$ cat src/blta_pkg.sv
// ---------------------------------------------------------------------------
// blta_pkg
// Shared constants for the block-linear texture address generator.
// ---------------------------------------------------------------------------
`timescale 1ns / 1ps
`default_nettype none

package blta_pkg;

    // Field widths
    localparam int DIM_W  = 13;    // pixel coordinate / texture size
    localparam int OFS_W  = 28;    // byte offsets
    localparam int PIX_W  = 26;    // pixel index inside the buffer

    // Layout geometry (RGBA8: 4 bytes per pixel)
    localparam int BLOCK_PIX      = 16;   // pixels per 64-byte line
    localparam int LINE_ROWS      = 8;    // rows per 512-byte group
    localparam int MAX_BLK_GROUPS = 16;   // block height cap in groups of 8 rows

    // Configuration register indexes
    localparam int CFG_IDX_W = 1;
    localparam logic [CFG_IDX_W-1:0] REG_TEX_WIDTH  = 1'b0;
    localparam logic [CFG_IDX_W-1:0] REG_TEX_HEIGHT = 1'b1;

    localparam logic [DIM_W-1:0] TEX_WIDTH_RST  = 13'd1024;
    localparam logic [DIM_W-1:0] TEX_HEIGHT_RST = 13'd1024;

    // Permutation of the 16-byte units inside each 512-byte group
    localparam logic [4:0] UNIT_SWAP [32] = '{
        5'd0,  5'd2,  5'd16, 5'd18,
        5'd1,  5'd3,  5'd17, 5'd19,
        5'd4,  5'd6,  5'd20, 5'd22,
        5'd5,  5'd7,  5'd21, 5'd23,
        5'd8,  5'd10, 5'd24, 5'd26,
        5'd9,  5'd11, 5'd25, 5'd27,
        5'd12, 5'd14, 5'd28, 5'd30,
        5'd13, 5'd15, 5'd29, 5'd31
    };

endpackage : blta_pkg

`default_nettype wire

$ cat src/block_linear_texture_address.sv
// An accepted request passes the stage 1, 2 and 3 registers into the output register.
// Throughput: one request per cycle when not stalled; four register stages (size checks,
// two multiplier stages, unit permutation) each advance independently on stall.
// Reset (rst_n low, asynchronous): pipeline empties, tex_width and tex_height
// return to 1024. Configuration writes are always accepted (cfg_ready tied high).
// ---------------------------------------------------------------------------
// block_linear_texture_address
// Maps a linear pixel position of an RGBA8 texture to its byte offset in
// the block-linear tiled layout and in the linear layout.
// ---------------------------------------------------------------------------
`timescale 1ns / 1ps
`default_nettype none

module block_linear_texture_address
    import blta_pkg::*;
(
    input  wire                  clk,
    input  wire                  rst_n,
    // configuration write channel
    input  wire                  cfg_valid,
    output logic                 cfg_ready,
    input  wire [CFG_IDX_W-1:0]  cfg_index,
    input  wire [DIM_W-1:0]      cfg_data,
    // request channel
    input  wire                  in_valid,
    output logic                 in_stall,
    input  wire [DIM_W-1:0]      pix_x,
    input  wire [DIM_W-1:0]      pix_y,
    // result channel
    output logic                 out_valid,
    input  wire                  out_stall,
    output logic [OFS_W-1:0]     tiled_offset,
    output logic [OFS_W-1:0]     linear_offset,
    output logic                 in_range
);

    // -----------------------------------------------------------------
    // Configuration registers
    // -----------------------------------------------------------------
    logic [DIM_W-1:0] tex_width_reg;
    logic [DIM_W-1:0] tex_height_reg;

    assign cfg_ready = 1'b1;

    always_ff @(posedge clk or negedge rst_n)
    begin
        if (!rst_n)
        begin
            tex_width_reg  <= TEX_WIDTH_RST;
            tex_height_reg <= TEX_HEIGHT_RST;
        end
        else if (cfg_valid && cfg_ready)
        begin
            case (cfg_index)
                REG_TEX_WIDTH:  tex_width_reg  <= cfg_data;
                REG_TEX_HEIGHT: tex_height_reg <= cfg_data;
                default:        ;
            endcase
        end
    end

    // -----------------------------------------------------------------
    // Stage advance chain: a stage moves when empty or when the next moves
    // -----------------------------------------------------------------
    logic v1_reg, v2_reg, v3_reg, vo_reg;
    logic adv1, adv2, adv3, advo;

    assign advo     = !vo_reg || !out_stall;
    assign adv3     = !v3_reg || advo;
    assign adv2     = !v2_reg || adv3;
    assign adv1     = !v1_reg || adv2;
    assign in_stall = !adv1;

    always_ff @(posedge clk or negedge rst_n)
    begin
        if (!rst_n)
        begin
            v1_reg <= 1'b0;
            v2_reg <= 1'b0;
            v3_reg <= 1'b0;
            vo_reg <= 1'b0;
        end
        else
        begin
            if (adv1) v1_reg <= in_valid;
            if (adv2) v2_reg <= v1_reg;
            if (adv3) v3_reg <= v2_reg;
            if (advo) vo_reg <= v3_reg;
        end
    end

    // -----------------------------------------------------------------
    // Stage 1: rounded sizes, block height, range check
    // -----------------------------------------------------------------
    logic [DIM_W:0]   w_sum;
    logic [DIM_W:0]   h_sum;
    logic [9:0]       outw_next;     // width in blocks
    logic [DIM_W:0]   w_full;
    logic [10:0]      h8;            // height in groups of 8 rows
    logic             tall;          // block height capped
    logic [DIM_W:0]   rows;          // rows covered by whole blocks
    logic [4:0]       groups_next;
    logic             ok1_next;

    always_comb
    begin
        w_sum     = {1'b0, tex_width_reg} + (DIM_W+1)'(BLOCK_PIX - 1);
        h_sum     = {1'b0, tex_height_reg} + (DIM_W+1)'(LINE_ROWS - 1);
        outw_next = w_sum[DIM_W:4];
        w_full    = {outw_next, 4'b0000};
        h8        = h_sum[DIM_W:3];
        tall      = (h8 >= 11'(MAX_BLK_GROUPS));
        if (tall)
        begin
            rows        = {h8[10:4], 7'b0000000};
            groups_next = 5'(MAX_BLK_GROUPS);
        end
        else
        begin
            // whole texture is one block row
            rows        = {h8, 3'b000};
            groups_next = (h8 == 11'd0) ? 5'd1 : {1'b0, h8[3:0]};
        end
        ok1_next = ({1'b0, pix_x} < w_full) && ({1'b0, pix_y} < rows);
    end

    logic [DIM_W-1:0] x1_reg, y1_reg;
    logic [9:0]       outw1_reg;
    logic [4:0]       groups1_reg;
    logic             ok1_reg;

    always_ff @(posedge clk)
    begin
        if (adv1)
        begin
            x1_reg      <= pix_x;
            y1_reg      <= pix_y;
            outw1_reg   <= outw_next;
            groups1_reg <= groups_next;
            ok1_reg     <= ok1_next;
        end
    end

    // -----------------------------------------------------------------
    // Stage 2: block-row times width, row times width
    // -----------------------------------------------------------------
    logic [15:0] m_blk_next;
    logic [22:0] m_lin_next;

    assign m_blk_next = 16'(y1_reg[12:7]) * 16'(outw1_reg);
    assign m_lin_next = 23'(y1_reg) * 23'(outw1_reg);

    logic [15:0]      m_blk2_reg;
    logic [22:0]      m_lin2_reg;
    logic [DIM_W-1:0] x2_reg;
    logic [6:0]       row2_reg;
    logic [4:0]       groups2_reg;
    logic             ok2_reg;

    always_ff @(posedge clk)
    begin
        if (adv2)
        begin
            m_blk2_reg  <= m_blk_next;
            m_lin2_reg  <= m_lin_next;
            x2_reg      <= x1_reg;
            row2_reg    <= y1_reg[6:0];
            groups2_reg <= groups1_reg;
            ok2_reg     <= ok1_reg;
        end
    end

    // -----------------------------------------------------------------
    // Stage 3: block index times block height, linear pixel index
    // -----------------------------------------------------------------
    logic [16:0]      blk_idx;
    logic [20:0]      blk_prod_next;
    logic [PIX_W-1:0] lin_pix_next;

    always_comb
    begin
        blk_idx       = {1'b0, m_blk2_reg} + 17'(x2_reg[12:4]);
        blk_prod_next = 21'(blk_idx) * 21'(groups2_reg);
        lin_pix_next  = PIX_W'({m_lin2_reg, 4'b0000}) + PIX_W'(x2_reg);
    end

    logic [20:0]      blk_prod3_reg;
    logic [PIX_W-1:0] lin_pix3_reg;
    logic [6:0]       row3_reg;
    logic [3:0]       xi3_reg;
    logic             ok3_reg;

    always_ff @(posedge clk)
    begin
        if (adv3)
        begin
            blk_prod3_reg <= blk_prod_next;
            lin_pix3_reg  <= lin_pix_next;
            row3_reg      <= row2_reg;
            xi3_reg       <= x2_reg[3:0];
            ok3_reg       <= ok2_reg;
        end
    end

    // -----------------------------------------------------------------
    // Stage 4: tiled pixel index, unit permutation, output register
    // -----------------------------------------------------------------
    logic [OFS_W-1:0] pix_wide;
    logic [OFS_W-1:0] t_ofs;
    logic [OFS_W-1:0] tiled_next;
    logic [OFS_W-1:0] lin_next;

    always_comb
    begin
        // block base is blk_prod * 8 rows * 16 pixels
        pix_wide   = {blk_prod3_reg, 7'b0000000}
                   + OFS_W'({row3_reg, xi3_reg});
        t_ofs      = {pix_wide[PIX_W-1:0], 2'b00};
        tiled_next = {t_ofs[OFS_W-1:9], UNIT_SWAP[t_ofs[8:4]], t_ofs[3:0]};
        lin_next   = {lin_pix3_reg, 2'b00};
        if (!ok3_reg)
        begin
            tiled_next = '0;
            lin_next   = '0;
        end
    end

    logic [OFS_W-1:0] tiled_reg;
    logic [OFS_W-1:0] linear_reg;
    logic             range_reg;

    always_ff @(posedge clk)
    begin
        if (advo)
        begin
            tiled_reg  <= tiled_next;
            linear_reg <= lin_next;
            range_reg  <= ok3_reg;
        end
    end

    assign out_valid     = vo_reg;
    assign tiled_offset  = tiled_reg;
    assign linear_offset = linear_reg;
    assign in_range      = range_reg;

`ifndef SYNTH
    // Out-of-range results carry zero offsets
    assert property (@(posedge clk) disable iff (!rst_n)
        (vo_reg && !range_reg) |-> (tiled_reg == '0 && linear_reg == '0))
        else $error("out-of-range result with nonzero offset");

    // Both offsets are pixel aligned
    assert property (@(posedge clk) disable iff (!rst_n)
        vo_reg |-> (tiled_reg[1:0] == 2'b00 && linear_reg[1:0] == 2'b00))
        else $error("offset not aligned to a pixel");

    // Input is held off only when the first stage holds a request
    assert property (@(posedge clk) disable iff (!rst_n)
        in_stall |-> v1_reg)
        else $error("input stalled with empty first stage");

    // A stalled result stays on the output register
    assert property (@(posedge clk) disable iff (!rst_n)
        (vo_reg && out_stall) |=> (vo_reg && $stable(tiled_reg) && $stable(linear_reg)))
        else $error("stalled result lost or changed");
`endif

endmodule : block_linear_texture_address

`default_nettype wire
$ cat config.mk
export PLATFORM = sky130hd
export DESIGN_NAME = block_linear_texture_address
export DESIGN_NICKNAME = d
export VERILOG_FILES = /design/src/blta_pkg.sv /design/src/block_linear_texture_address.sv
export SDC_FILE = /design/constraint.sdc
export NUM_CORES = 1
export LEC_CHECK = 0
export BUFFER_PORTS_ARGS = -buffer_cell sky130_fd_sc_hd__buf_2
export CAP_MARGIN = 20
export CORE_MARGIN = 3
export CORE_UTILIZATION = 55
export DETAILED_ROUTE_END_ITERATION = 10
export PLACE_DENSITY = 0.73
export SLEW_MARGIN = 30
export SYNTH_ARGS = -nofsm -noshare
export SYNTH_HDL_FRONTEND = slang
export SYNTH_SLANG_ARGS = --single-unit
export TNS_END_PERCENT = 10
$ cat constraint.sdc
create_clock -name clk -period 6.6 [get_ports clk]
set_input_delay 0.99 -clock clk [delete_from_list [all_inputs] [get_ports clk]]
set_output_delay 0.99 -clock clk [all_outputs]
set_load 0.03 [all_outputs]
==> flow_results.xml, run 1 <==
<?xml version="1.0" encoding="UTF-8"?>
<metrics>
  <group name="run_status">
    <metric name="outcome" unit="">finished clean</metric>
  </group>
  <group name="routing">
    <metric name="via_count" unit="">11300</metric>
    <metric name="avgRoutedWirePerCell" unit="microns">15.9</metric>
    <metric name="final_antenna_net_count" unit="">0</metric>
    <metric name="initialDrtViolationCount" unit="">711</metric>
    <metric name="drt-pass1-iter-count" unit="">6</metric>
    <metric name="detail_route.vias_per_cell" unit="">5.34</metric>
    <metric name="drcViolationCount" unit="">0</metric>
    <metric name="detail_route.wirelength" unit="microns">33600</metric>
  </group>
  <group name="clock_tree">
    <metric name="post-cts-setup-buffers" unit="">0</metric>
    <metric name="cts.path.max_buffers" unit="">3</metric>
    <metric name="clock_tree_from_tritoncts" unit="">done</metric>
    <metric name="cts_hold_buf" unit="">0</metric>
    <metric name="inserted_clock_buffers" unit="">25</metric>
    <metric name="clkTransAtPathRegs" unit="ns">0.07</metric>
    <metric name="ctsHtreeMaxLevel" unit="">1</metric>
    <metric name="clock_sink_count" unit="">238</metric>
    <metric name="cts_resized" unit="">0</metric>
    <metric name="insertion_delay" unit="ns">0.53</metric>
    <metric name="clk_root_buffer_cell" unit="">clkbuf_16</metric>
  </group>
  <group name="logic_synthesis">
    <metric name="syn-instance-count" unit="">1573</metric>
    <metric name="synthesis.area_per_instance" unit="sq um">11.4</metric>
    <metric name="synth_warnings" unit="">0</metric>
    <metric name="number_of_enable_flip_flop_cells_after_synthesis" unit="">208</metric>
    <metric name="ys_seq_area_frac" unit="">0.391</metric>
    <metric name="postSynthRegisterBits" unit="">238</metric>
    <metric name="netlist_area" unit="sq um">17900</metric>
    <metric name="synthDistinctLibCells" unit="">74</metric>
    <metric name="async_reset_ff_frac" unit="">0.126</metric>
    <metric name="ys_dominant_reg_cell" unit="">edfxtp_1</metric>
  </group>
  <group name="floorplanning">
    <metric name="row_count" unit="">65</metric>
    <metric name="core_area" unit="sq um">31800</metric>
    <metric name="initial_utilization" unit="">0.564</metric>
    <metric name="floorplan.io_pins" unit="">105</metric>
    <metric name="die-area" unit="sq um">34800</metric>
    <metric name="fp.dieH" unit="microns">187</metric>
    <metric name="die_x" unit="microns">187</metric>
  </group>
  <group name="timing">
    <metric name="setup_viol" unit="">0</metric>
    <metric name="share_of_the_clock_period_used_by_the_worst_path" unit="">0.900</metric>
    <metric name="unrepaired_setup_endpoints_after_global_routing" unit="">no</metric>
    <metric name="timing.final.max_slew_violations" unit="">0</metric>
    <metric name="post-route-min-period" unit="ns">5.94</metric>
    <metric name="timing_hold_violations_final" unit="">0</metric>
    <metric name="worst-slew-pin-transition" unit="ns">0.698</metric>
    <metric name="clock.fmax" unit="GHz">0.168</metric>
    <metric name="hold_ws" unit="ns">0.408</metric>
    <metric name="slew_headroom" unit="">0.534</metric>
    <metric name="clock-skew-final" unit="ns">0.0190</metric>
    <metric name="timing.setup.tns" unit="ns">0</metric>
  </group>
  <group name="worst_setup_path">
    <metric name="critPathKind" unit="">register to register</metric>
    <metric name="worst-endpoint-required" unit="ns">6.88</metric>
    <metric name="cpMostUsedCell" unit="">fa_1</metric>
    <metric name="worstPathCellList" unit="">ha_1 -&gt; inv_1 -&gt; fa_1 -&gt; nor2b_1 -&gt; o31a_1 -&gt; o21ai_0 -&gt; nor3b_1 -&gt; o21bai_1 -&gt; xor2_1 -&gt; and2_1 -&gt; fa_1 -&gt; fa_1 -&gt; inv_1 -&gt; fa_1 -&gt; inv_1 -&gt; ha_1 -&gt; nand4_1 -&gt; a211o_1 -&gt; a21oi_1 -&gt; o22ai_1 -&gt; o21ai_0 -&gt; xor3_1</metric>
    <metric name="regToRegSetupSlack" unit="ns">0.66</metric>
    <metric name="timing.critical_path.buf_inv" unit="">3</metric>
    <metric name="start_kind" unit="">register</metric>
    <metric name="worstPathArrival" unit="ns">6.22</metric>
    <metric name="slowest_stage" unit="">fa_1</metric>
    <metric name="worst_setup_path_end_kind" unit="">register</metric>
    <metric name="maximum_fanout_count_along_the_critical_path" unit="">6</metric>
    <metric name="worst_path_dominant_cell_family" unit="">adder cells</metric>
    <metric name="critPathMaxStageDelay" unit="ns">0.54</metric>
  </group>
  <group name="final_layout">
    <metric name="flip_flop_count_of_the_largest_register_all_copies_and_words_added" unit="">26</metric>
    <metric name="final_cell_count_no_fill" unit="">2115</metric>
    <metric name="antenna_cells" unit="">0</metric>
    <metric name="most_common_cell_after_layout_fill_and_taps_aside" unit="">inv_1</metric>
    <metric name="num-nets-final" unit="">2004</metric>
    <metric name="drive_above_1_share" unit="">0.109</metric>
    <metric name="flow.area_growth_from_synthesis" unit="%">9.40</metric>
    <metric name="mostFrequentLayoutCells" unit="">224 x inv_1, 208 x edfxtp_1, 179 x and2_1</metric>
  </group>
  <group name="global_route">
    <metric name="grt_antenna_before_repair" unit="">1</metric>
    <metric name="grt_max_degree" unit="">59</metric>
    <metric name="grt_pass1_vias" unit="">11500</metric>
    <metric name="global_route.usage.total" unit="">0.195</metric>
    <metric name="grt_overflow" unit="">0</metric>
    <metric name="grt_pass1_wl" unit="microns">56200</metric>
  </group>
  <group name="worst_hold_path">
    <metric name="timing.hold.worst.class" unit="">register to register</metric>
  </group>
  <group name="run">
    <metric name="maxCapViolCount" unit="">0</metric>
  </group>
  <group name="placed_design">
    <metric name="post-dp-hpwl" unit="microns">27000</metric>
    <metric name="gp_routability_congestion" unit="">0.849</metric>
    <metric name="placed_cells_incl_taps" unit="">2069</metric>
    <metric name="portBuffers" unit="">99</metric>
  </group>
</metrics>
## worst reg2reg max path: stages, from the launching register on
cell and delay (ns):
edfxtp_1 0.36, ha_1 0.22, inv_1 0.07, fa_1 0.40, nor2b_1 0.18, o31a_1 0.20, o21ai_0 0.10, nor3b_1 0.15
o21bai_1 0.16, xor2_1 0.29, and2_1 0.19, fa_1 0.44, fa_1 0.54, inv_1 0.05, fa_1 0.52, inv_1 0.04
ha_1 0.38, nand4_1 0.17, a211o_1 0.32, a21oi_1 0.17, o22ai_1 0.13, o21ai_0 0.25, xor3_1 0.36
## kinds of logic (layout without fill, tap and decap cells)
logic type	count (synthesis)	count (layout)	share of synthesized area
AO/OA/AOI/OAI	191	191	0.0719
other	2	5	0.000419
multiplexers	27	27	0.0168
XOR/XNOR	106	106	0.0526
flip-flops	238	238	0.391
adder cells (fa/ha/maj)	298	298	0.274
AND/OR/NAND/NOR	442	442	0.135
buffers and inverters	269	373	0.0582
## worst paths after layout
path,startpoint,endpoint,cells after the start
min in group asynchronous,rst_n,v1_reg$_DFFE_PN0N_,1
worst min-delay path,x1_reg[10]$_DFFE_PN_,x2_reg[10]$_DFFE_PP_,0
max in group asynchronous,rst_n,tex_width_reg[12]$_DFFE_PN0P_,1
worst max register to register,x2_reg[4]$_DFFE_PP_,blk_prod3_reg[18]$_DFFE_PP_,22
worst max-delay path,x2_reg[4]$_DFFE_PP_,blk_prod3_reg[18]$_DFFE_PP_,22
worst min register to register,x1_reg[10]$_DFFE_PN_,x2_reg[10]$_DFFE_PP_,0
## final cells by class
class | count | area (sq um)
clock inverters | 8 | 86.3
multi-input cells | 1069 | 9910
clock buffers | 38 | 694
well taps | 435 | 544
repair buffers | 102 | 522
inverters | 225 | 845
flip-flops and latches | 238 | 7000
fillers | 2530 | 12200
## synth_stat cells (12+ instances only)
cell type,number,area (sq um)
inv_1,225,845
edfxtp_1,208,6250
and2_1,179,1120
fa_1,158,3160
ha_1,140,1750
nand2_1,93,349
xnor2_1,73,639
a21oi_1,47,235
nor2_1,45,169
clkbuf_1,33,124
xor2_1,32,280
o21ai_0,31,155
nor2b_1,30,188
dfrtp_1,28,701
mux2_2,24,270
a21o_1,23,173
nand3_1,19,95.1
nand2b_1,16,100
nor3_1,15,75.1
o21a_1,12,90.1
## metal layers
layer  vias up  global-route usage  wire length (microns)
li1       5410                   -                      -
met2       304               0.332                  16200
met5         -                   0                     13
met1      5496               0.264                  14800
met3        72              0.0263                   1620
met4         2              0.0561                    976
## metrics by stage
stage | utilization | setup slack [ns] | instance area (sq um)
2_1_floorplan | - | 1.15 | 17900
3_3_place_gp | 0.591 | 0.857 | 18800
3_5_place_dp | 0.592 | 0.646 | 18800
4_1_cts | 0.616 | 0.658 | 19600
5_1_grt | 0.616 | 0.309 | 19600
6_report | 0.616 | 0.660 | 19600
Power of run 1 is left out: the tool's default activity adds up to more than one toggle a clock period on the data nets, which glitch-free logic cannot reach.
==> run 2, diff against run 1 <==
--- a/config.mk
+++ b/config.mk
@@ -5,12 +5,13 @@
 export SDC_FILE = /design/constraint.sdc
 export NUM_CORES = 1
 export LEC_CHECK = 0
-export BUFFER_PORTS_ARGS = -buffer_cell sky130_fd_sc_hd__buf_2
 export CAP_MARGIN = 20
 export CORE_MARGIN = 3
 export CORE_UTILIZATION = 55
+export CTS_BUF_LIST = sky130_fd_sc_hd__clkbuf_16
 export DETAILED_ROUTE_END_ITERATION = 10
-export PLACE_DENSITY = 0.73
+export DONT_BUFFER_PORTS = 1
+export PLACE_DENSITY = 0.7
 export SLEW_MARGIN = 30
 export SYNTH_ARGS = -nofsm -noshare
 export SYNTH_HDL_FRONTEND = slang
==> run 2 against run 1 <==
- worst setup slack lost 0.040 ns
- flip-flop and latch count unchanged
- critical path depth is the same
- worst hold slack worse by 0.25 ns
- via count is 4.7% lower
- maximum frequency decreased by 0.67%
- clock-buffer cell count shrank 10
- utilization shrank 1.4 points
- sequential share of layout area grew 0.82 points
- clock skew down 0.0072 ns
- cell count is 4.6% lower
- global-route usage decreased by 0.32 points
- critical path type unchanged
- largest cell class unchanged
==> flow_results.xml, run 2 (synthesis gave the netlist of run 1 again) <==
<?xml version="1.0" encoding="UTF-8"?>
<metrics>
  <group name="run_status">
    <metric name="outcome" unit="">finished clean</metric>
  </group>
  <group name="final_layout">
    <metric name="flow.area_growth_from_synthesis" unit="%">6.94</metric>
    <metric name="flip_flop_count_of_the_largest_register_all_copies_and_words_added" unit="">26</metric>
    <metric name="drive_above_1_share" unit="">0.0556</metric>
    <metric name="antenna_cells" unit="">0</metric>
    <metric name="most_common_cell_after_layout_fill_and_taps_aside" unit="">inv_1</metric>
    <metric name="fillerInstances" unit="">2570</metric>
    <metric name="num-nets-final" unit="">1907</metric>
    <metric name="mostFrequentLayoutCells" unit="">228 x inv_1, 208 x edfxtp_1, 179 x and2_1</metric>
  </group>
  <group name="timing">
    <metric name="share_of_the_clock_period_used_by_the_worst_path" unit="">0.906</metric>
    <metric name="slew_headroom" unit="">0.472</metric>
    <metric name="clock-skew-final" unit="ns">0.0119</metric>
    <metric name="timing_hold_violations_final" unit="">0</metric>
    <metric name="setup_viol" unit="">0</metric>
    <metric name="post-route-min-period" unit="ns">5.98</metric>
    <metric name="clock.fmax" unit="GHz">0.167</metric>
    <metric name="timing.setup.tns" unit="ns">0</metric>
    <metric name="worst-slew-pin-transition" unit="ns">0.792</metric>
    <metric name="timing.final.max_slew_violations" unit="">0</metric>
    <metric name="unrepaired_setup_endpoints_after_global_routing" unit="">no</metric>
  </group>
  <group name="floorplanning">
    <metric name="core_area" unit="sq um">31800</metric>
    <metric name="die_x" unit="microns">187</metric>
    <metric name="fp.dieH" unit="microns">187</metric>
    <metric name="initial_utilization" unit="">0.564</metric>
    <metric name="die-area" unit="sq um">34800</metric>
    <metric name="row_count" unit="">65</metric>
    <metric name="floorplan.io_pins" unit="">105</metric>
  </group>
  <group name="clock_tree">
    <metric name="clock_sink_count" unit="">238</metric>
    <metric name="cts_hold_buf" unit="">0</metric>
    <metric name="clock_tree_from_tritoncts" unit="">done</metric>
    <metric name="clkTransAtPathRegs" unit="ns">0.06</metric>
    <metric name="clk_root_buffer_cell" unit="">clkbuf_16</metric>
    <metric name="cts.path.max_buffers" unit="">3</metric>
    <metric name="cts_resized" unit="">0</metric>
    <metric name="insertion_delay" unit="ns">0.53</metric>
    <metric name="post-cts-setup-buffers" unit="">0</metric>
    <metric name="ctsHtreeMaxLevel" unit="">1</metric>
    <metric name="inserted_clock_buffers" unit="">26</metric>
  </group>
  <group name="worst_setup_path">
    <metric name="worst_setup_path_end_kind" unit="">register</metric>
    <metric name="worst_path_dominant_cell_family" unit="">adder cells</metric>
    <metric name="maximum_fanout_count_along_the_critical_path" unit="">6</metric>
    <metric name="critPathMaxStageDelay" unit="ns">0.55</metric>
    <metric name="slowest_stage" unit="">fa_1</metric>
    <metric name="cpMostUsedCell" unit="">fa_1</metric>
    <metric name="worst-endpoint-required" unit="ns">6.86</metric>
    <metric name="start_kind" unit="">register</metric>
    <metric name="critPathKind" unit="">register to register</metric>
    <metric name="worstPathArrival" unit="ns">6.24</metric>
    <metric name="worstPathCellList" unit="">ha_1 -&gt; inv_1 -&gt; fa_1 -&gt; nor2b_1 -&gt; o31a_1 -&gt; o21ai_0 -&gt; nor3b_1 -&gt; o21bai_1 -&gt; xor2_1 -&gt; and2_1 -&gt; fa_1 -&gt; fa_1 -&gt; inv_1 -&gt; fa_1 -&gt; inv_1 -&gt; ha_1 -&gt; nand4_1 -&gt; a211o_1 -&gt; a21oi_1 -&gt; o22ai_1 -&gt; o21ai_0 -&gt; xor3_1</metric>
    <metric name="timing.critical_path.buf_inv" unit="">3</metric>
  </group>
  <group name="run">
    <metric name="maxCapViolCount" unit="">0</metric>
  </group>
  <group name="global_route">
    <metric name="grt_pass1_wl" unit="microns">54900</metric>
    <metric name="grt_max_degree" unit="">66</metric>
    <metric name="grt_pass1_vias" unit="">10900</metric>
    <metric name="global_route.usage.total" unit="">0.192</metric>
    <metric name="grt_antenna_before_repair" unit="">1</metric>
    <metric name="grt_overflow" unit="">0</metric>
  </group>
  <group name="routing">
    <metric name="highest_routed_metal_layer" unit="">met5</metric>
    <metric name="wl_met2" unit="microns">15800</metric>
    <metric name="initialDrtViolationCount" unit="">605</metric>
    <metric name="avgRoutedWirePerCell" unit="microns">16.5</metric>
    <metric name="drt-pass1-iter-count" unit="">4</metric>
    <metric name="drcViolationCount" unit="">0</metric>
    <metric name="detail_route.wirelength" unit="microns">33200</metric>
    <metric name="met3RoutedLength" unit="microns">1500</metric>
    <metric name="route.layer.met1.wl" unit="microns">15100</metric>
    <metric name="detail_route.vias_per_cell" unit="">5.33</metric>
    <metric name="via_count" unit="">10800</metric>
    <metric name="final_antenna_net_count" unit="">0</metric>
  </group>
  <group name="placed_design">
    <metric name="gp_routability_congestion" unit="">0.890</metric>
    <metric name="post-dp-hpwl" unit="microns">27000</metric>
    <metric name="portBuffers" unit="">0</metric>
  </group>
  <group name="worst_hold_path">
    <metric name="timing.hold.worst.class" unit="">input pin to asynchronous set/reset pin</metric>
  </group>
</metrics>
## run 2: cell types whose count changed in the layout (fill, tap and decap cells not counted), moves of 2 or more
cell	previous run	this run
buf_2	99	0
clkbuf_1	11	0
clkinv_1	0	4
inv_1	224	228
clkbuf_16	25	28
clkbuf_8	2	0
clkinv_2	4	2
inv_4	0	2
## run 2: cell type report
| class | instances | area [sq um] | area share |
|---|---|---|---|
| Clock buffer | 28 | 701 | 0.0366 |
| Tap cell | 435 | 544 | 0.0284 |
| Multi-Input combinational cell | 1069 | 9910 | 0.517 |
| Clock inverter | 18 | 128 | 0.00666 |
| Timing Repair Buffer | 4 | 33.8 | 0.00176 |
| Inverter | 225 | 845 | 0.0441 |
| Sequential cell | 238 | 7000 | 0.365 |
## run 2: metrics by stage
step | utilization | cells | area [sq um] | setup slack, ns | hold WS [ns]
floorplan | - | 1576 | 17900 | 1.15 | 0.400
global placement | 0.576 | 1970 | 18300 | 0.861 | 0.403
detailed placement | 0.577 | 1971 | 18300 | 0.605 | 0.405
global route | 0.603 | 2017 | 19200 | 0.299 | 0.127
CTS | 0.603 | 2017 | 19200 | 0.599 | 0.133
finish | 0.603 | 2017 | 19200 | 0.620 | 0.158
## run 2: routing by layer
| metal | vias to the layer above | track usage |
|---|---|---|
| met5 | - | 0 |
| met4 | 2 | 0.0474 |
| met3 | 57 | 0.0291 |
| met2 | 231 | 0.320 |
| met1 | 5253 | 0.266 |
| li1 | 5207 | - |
## run 2: worst paths after layout
path	endpoint	from	slack, ns	cells after the start
worst min-delay path	tex_width_reg[2]$_DFFE_PN0P_	rst_n	0.16	0
worst max register to register	blk_prod3_reg[18]$_DFFE_PP_	x2_reg[4]$_DFFE_PP_	0.62	22
worst min register to register	x2_reg[10]$_DFFE_PP_	x1_reg[10]$_DFFE_PN_	0.42	0
min in group clk	x2_reg[10]$_DFFE_PP_	x1_reg[10]$_DFFE_PN_	0.42	0
worst max-delay path	blk_prod3_reg[18]$_DFFE_PP_	x2_reg[4]$_DFFE_PP_	0.62	22
max in group asynchronous	tex_width_reg[10]$_DFFE_PN1P_	rst_n	6.26	0
## run 2: worst register-to-register path, cell delays in order (launching register included)
cell and delay [ns]:
edfxtp_1 0.36, ha_1 0.19, inv_1 0.06, fa_1 0.40, nor2b_1 0.18, o31a_1 0.19, o21ai_0 0.09, nor3b_1 0.14
o21bai_1 0.15, xor2_1 0.33, and2_1 0.20, fa_1 0.45, fa_1 0.55, inv_1 0.05, fa_1 0.52, inv_1 0.04
ha_1 0.39, nand4_1 0.18, a211o_1 0.32, a21oi_1 0.17, o22ai_1 0.14, o21ai_0 0.25, xor3_1 0.36
Power of run 2 is left out for the same reason.
==> run 3, diff against run 2 <==
--- a/config.mk
+++ b/config.mk
@@ -11,7 +11,9 @@
 export CTS_BUF_LIST = sky130_fd_sc_hd__clkbuf_16
 export DETAILED_ROUTE_END_ITERATION = 10
 export DONT_BUFFER_PORTS = 1
+export MAX_ROUTING_LAYER = met4
 export PLACE_DENSITY = 0.7
+export RECOVER_POWER = 100
 export SLEW_MARGIN = 30
 export SYNTH_ARGS = -nofsm -noshare
 export SYNTH_HDL_FRONTEND = slang
==> run 3 against run 2 <==
- the flow now finishes with violations (capacitance limit, slew limit)
- sequential share of layout area up 0.14 points
- worst setup slack got worse by 0.019 ns
- highest routed layer is now met4
- die area stayed put
- critical endpoint unchanged
- via count down 0.37%
==> flow_results.xml, run 3 (synthesis gave the netlist of run 1 again) <==
<?xml version="1.0" encoding="UTF-8"?>
<metrics>
  <group name="final_layout">
    <metric name="flow.area_growth_from_synthesis" unit="%">6.54</metric>
    <metric name="most_common_cell_after_layout_fill_and_taps_aside" unit="">inv_1</metric>
    <metric name="num-nets-final" unit="">1907</metric>
    <metric name="drive_above_1_share" unit="">0.0480</metric>
    <metric name="flip_flop_count_of_the_largest_register_all_copies_and_words_added" unit="">26</metric>
    <metric name="mostFrequentLayoutCells" unit="">228 x inv_1, 208 x edfxtp_1, 158 x fa_1</metric>
    <metric name="finalCoreUtilization" unit="">0.600</metric>
  </group>
  <group name="routing">
    <metric name="drt-pass1-iter-count" unit="">5</metric>
    <metric name="drcViolationCount" unit="">0</metric>
    <metric name="detail_route.vias_per_cell" unit="">5.31</metric>
    <metric name="avgRoutedWirePerCell" unit="microns">16.4</metric>
    <metric name="final_antenna_net_count" unit="">0</metric>
    <metric name="initialDrtViolationCount" unit="">637</metric>
    <metric name="via_count" unit="">10700</metric>
    <metric name="detail_route.wirelength" unit="microns">33200</metric>
  </group>
  <group name="clock_tree">
    <metric name="cts_hold_buf" unit="">0</metric>
    <metric name="ctsHtreeMaxLevel" unit="">1</metric>
    <metric name="clock_tree_from_tritoncts" unit="">done</metric>
    <metric name="clkTransAtPathRegs" unit="ns">0.06</metric>
    <metric name="post-cts-setup-buffers" unit="">0</metric>
    <metric name="clock_sink_count" unit="">238</metric>
    <metric name="cts.path.max_buffers" unit="">3</metric>
    <metric name="insertion_delay" unit="ns">0.52</metric>
    <metric name="clk_root_buffer_cell" unit="">clkbuf_16</metric>
    <metric name="inserted_clock_buffers" unit="">26</metric>
    <metric name="cts_resized" unit="">0</metric>
  </group>
  <group name="timing">
    <metric name="post-route-min-period" unit="ns">6.00</metric>
    <metric name="unrepaired_setup_endpoints_after_global_routing" unit="">no</metric>
    <metric name="clock-skew-final" unit="ns">0.00932</metric>
    <metric name="setup_viol" unit="">0</metric>
    <metric name="share_of_the_clock_period_used_by_the_worst_path" unit="">0.909</metric>
    <metric name="timing.final.max_slew_violations" unit="">217</metric>
    <metric name="timing_hold_violations_final" unit="">0</metric>
    <metric name="slew_headroom" unit="">-1.19</metric>
    <metric name="worst-slew-pin-transition" unit="ns">3.28</metric>
    <metric name="clock.fmax" unit="GHz">0.167</metric>
    <metric name="timing.setup.tns" unit="ns">0</metric>
  </group>
  <group name="run">
    <metric name="maxCapViolCount" unit="">4</metric>
  </group>
  <group name="worst_hold_path">
    <metric name="timing.hold.worst.class" unit="">input pin to asynchronous set/reset pin</metric>
  </group>
  <group name="floorplanning">
    <metric name="floorplan.io_pins" unit="">105</metric>
    <metric name="fp.dieH" unit="microns">187</metric>
    <metric name="row_count" unit="">65</metric>
    <metric name="initial_utilization" unit="">0.564</metric>
    <metric name="die-area" unit="sq um">34800</metric>
    <metric name="die_x" unit="microns">187</metric>
    <metric name="core_area" unit="sq um">31800</metric>
  </group>
  <group name="placed_design">
    <metric name="post-dp-hpwl" unit="microns">27000</metric>
    <metric name="portBuffers" unit="">0</metric>
    <metric name="gp_routability_congestion" unit="">0.906</metric>
  </group>
  <group name="global_route">
    <metric name="grt_pass1_wl" unit="microns">54900</metric>
    <metric name="global_route.usage.total" unit="">0.198</metric>
    <metric name="grt_antenna_before_repair" unit="">1</metric>
    <metric name="grt_pass1_vias" unit="">10900</metric>
    <metric name="grt_max_degree" unit="">66</metric>
    <metric name="grt_overflow" unit="">0</metric>
  </group>
  <group name="worst_setup_path">
    <metric name="worst-endpoint-required" unit="ns">6.86</metric>
    <metric name="maximum_fanout_count_along_the_critical_path" unit="">6</metric>
    <metric name="worst_setup_path_end_kind" unit="">register</metric>
    <metric name="start_kind" unit="">register</metric>
    <metric name="critPathKind" unit="">register to register</metric>
    <metric name="worstPathArrival" unit="ns">6.26</metric>
  </group>
  <group name="run_status">
    <metric name="outcome" unit="">finished with violations</metric>
    <metric name="violations" unit="">capacitance limit, slew limit</metric>
  </group>
</metrics>
[run 3: cell count changes in the layout (fill, tap and decap cells not counted), moves of 2 or more]
cell | before | now
and2_0 | 0 | 50
and2_1 | 179 | 129
buf_4 | 3 | 1
clkbuf_1 | 0 | 3
o21ai_0 | 31 | 36
o21ai_1 | 8 | 3
[run 3: through the flow]
stage	area (sq um)	instances	hold WS [ns]	setup slack [ns]
final	19100	2018	0.158	0.601
after global routing	19100	2018	0.127	0.281
after CTS	19200	2017	0.133	0.599
after detailed placement	18300	1971	0.405	0.605
after global placement	18300	1970	0.403	0.861
after floorplan	17900	1576	0.400	1.15
[run 3: final cells by class]
class / count / area (sq um)
fill: 2585 / 12700
multi-input combinational: 1069 / 9850
sequential: 238 / 7000
inverter: 225 / 845
clock buffer: 28 / 701
tap: 435 / 544
clock inverter: 18 / 128
timing repair buffer: 4 / 18.8
antenna: 1 / 2.50
[run 3: worst paths after layout]
kind	start	to	slack, ns	cells past startpoint
max	x2_reg[4]$_DFFE_PP_	blk_prod3_reg[18]$_DFFE_PP_	0.60	22
min	rst_n	tex_width_reg[2]$_DFFE_PN0P_	0.16	0
min reg2reg	x1_reg[10]$_DFFE_PN_	x2_reg[10]$_DFFE_PP_	0.42	0
min in group clk	x1_reg[10]$_DFFE_PN_	x2_reg[10]$_DFFE_PP_	0.42	0
max in group asynchronous	rst_n	tex_width_reg[10]$_DFFE_PN1P_	6.26	0
max reg2reg	x2_reg[4]$_DFFE_PP_	blk_prod3_reg[18]$_DFFE_PP_	0.60	22
[run 3: layer usage]
layer	wire, microns	vias to the layer above	track usage
met5	0	-	-
li1	-	5205	-
met4	811	0	0.0474
met1	15100	5212	0.266
met3	1490	60	0.0291
met2	15800	233	0.321
[run 3: worst max-delay path, cell delays in order, from the launching register on]
cell,delay (ns)
edfxtp_1,0.36
ha_1,0.19
inv_1,0.06
fa_1,0.39
nor2b_1,0.18
o31a_1,0.19
o21ai_0,0.09
nor3b_1,0.14
o21bai_1,0.15
xor2_1,0.33
and2_0,0.20
fa_1,0.45
fa_1,0.55
inv_1,0.05
fa_1,0.52
inv_1,0.04
ha_1,0.39
nand4_1,0.19
a211o_1,0.32
a21oi_1,0.17
o22ai_1,0.14
o21ai_0,0.25
xor3_1,0.36
Power of run 3 is left out for the same reason.
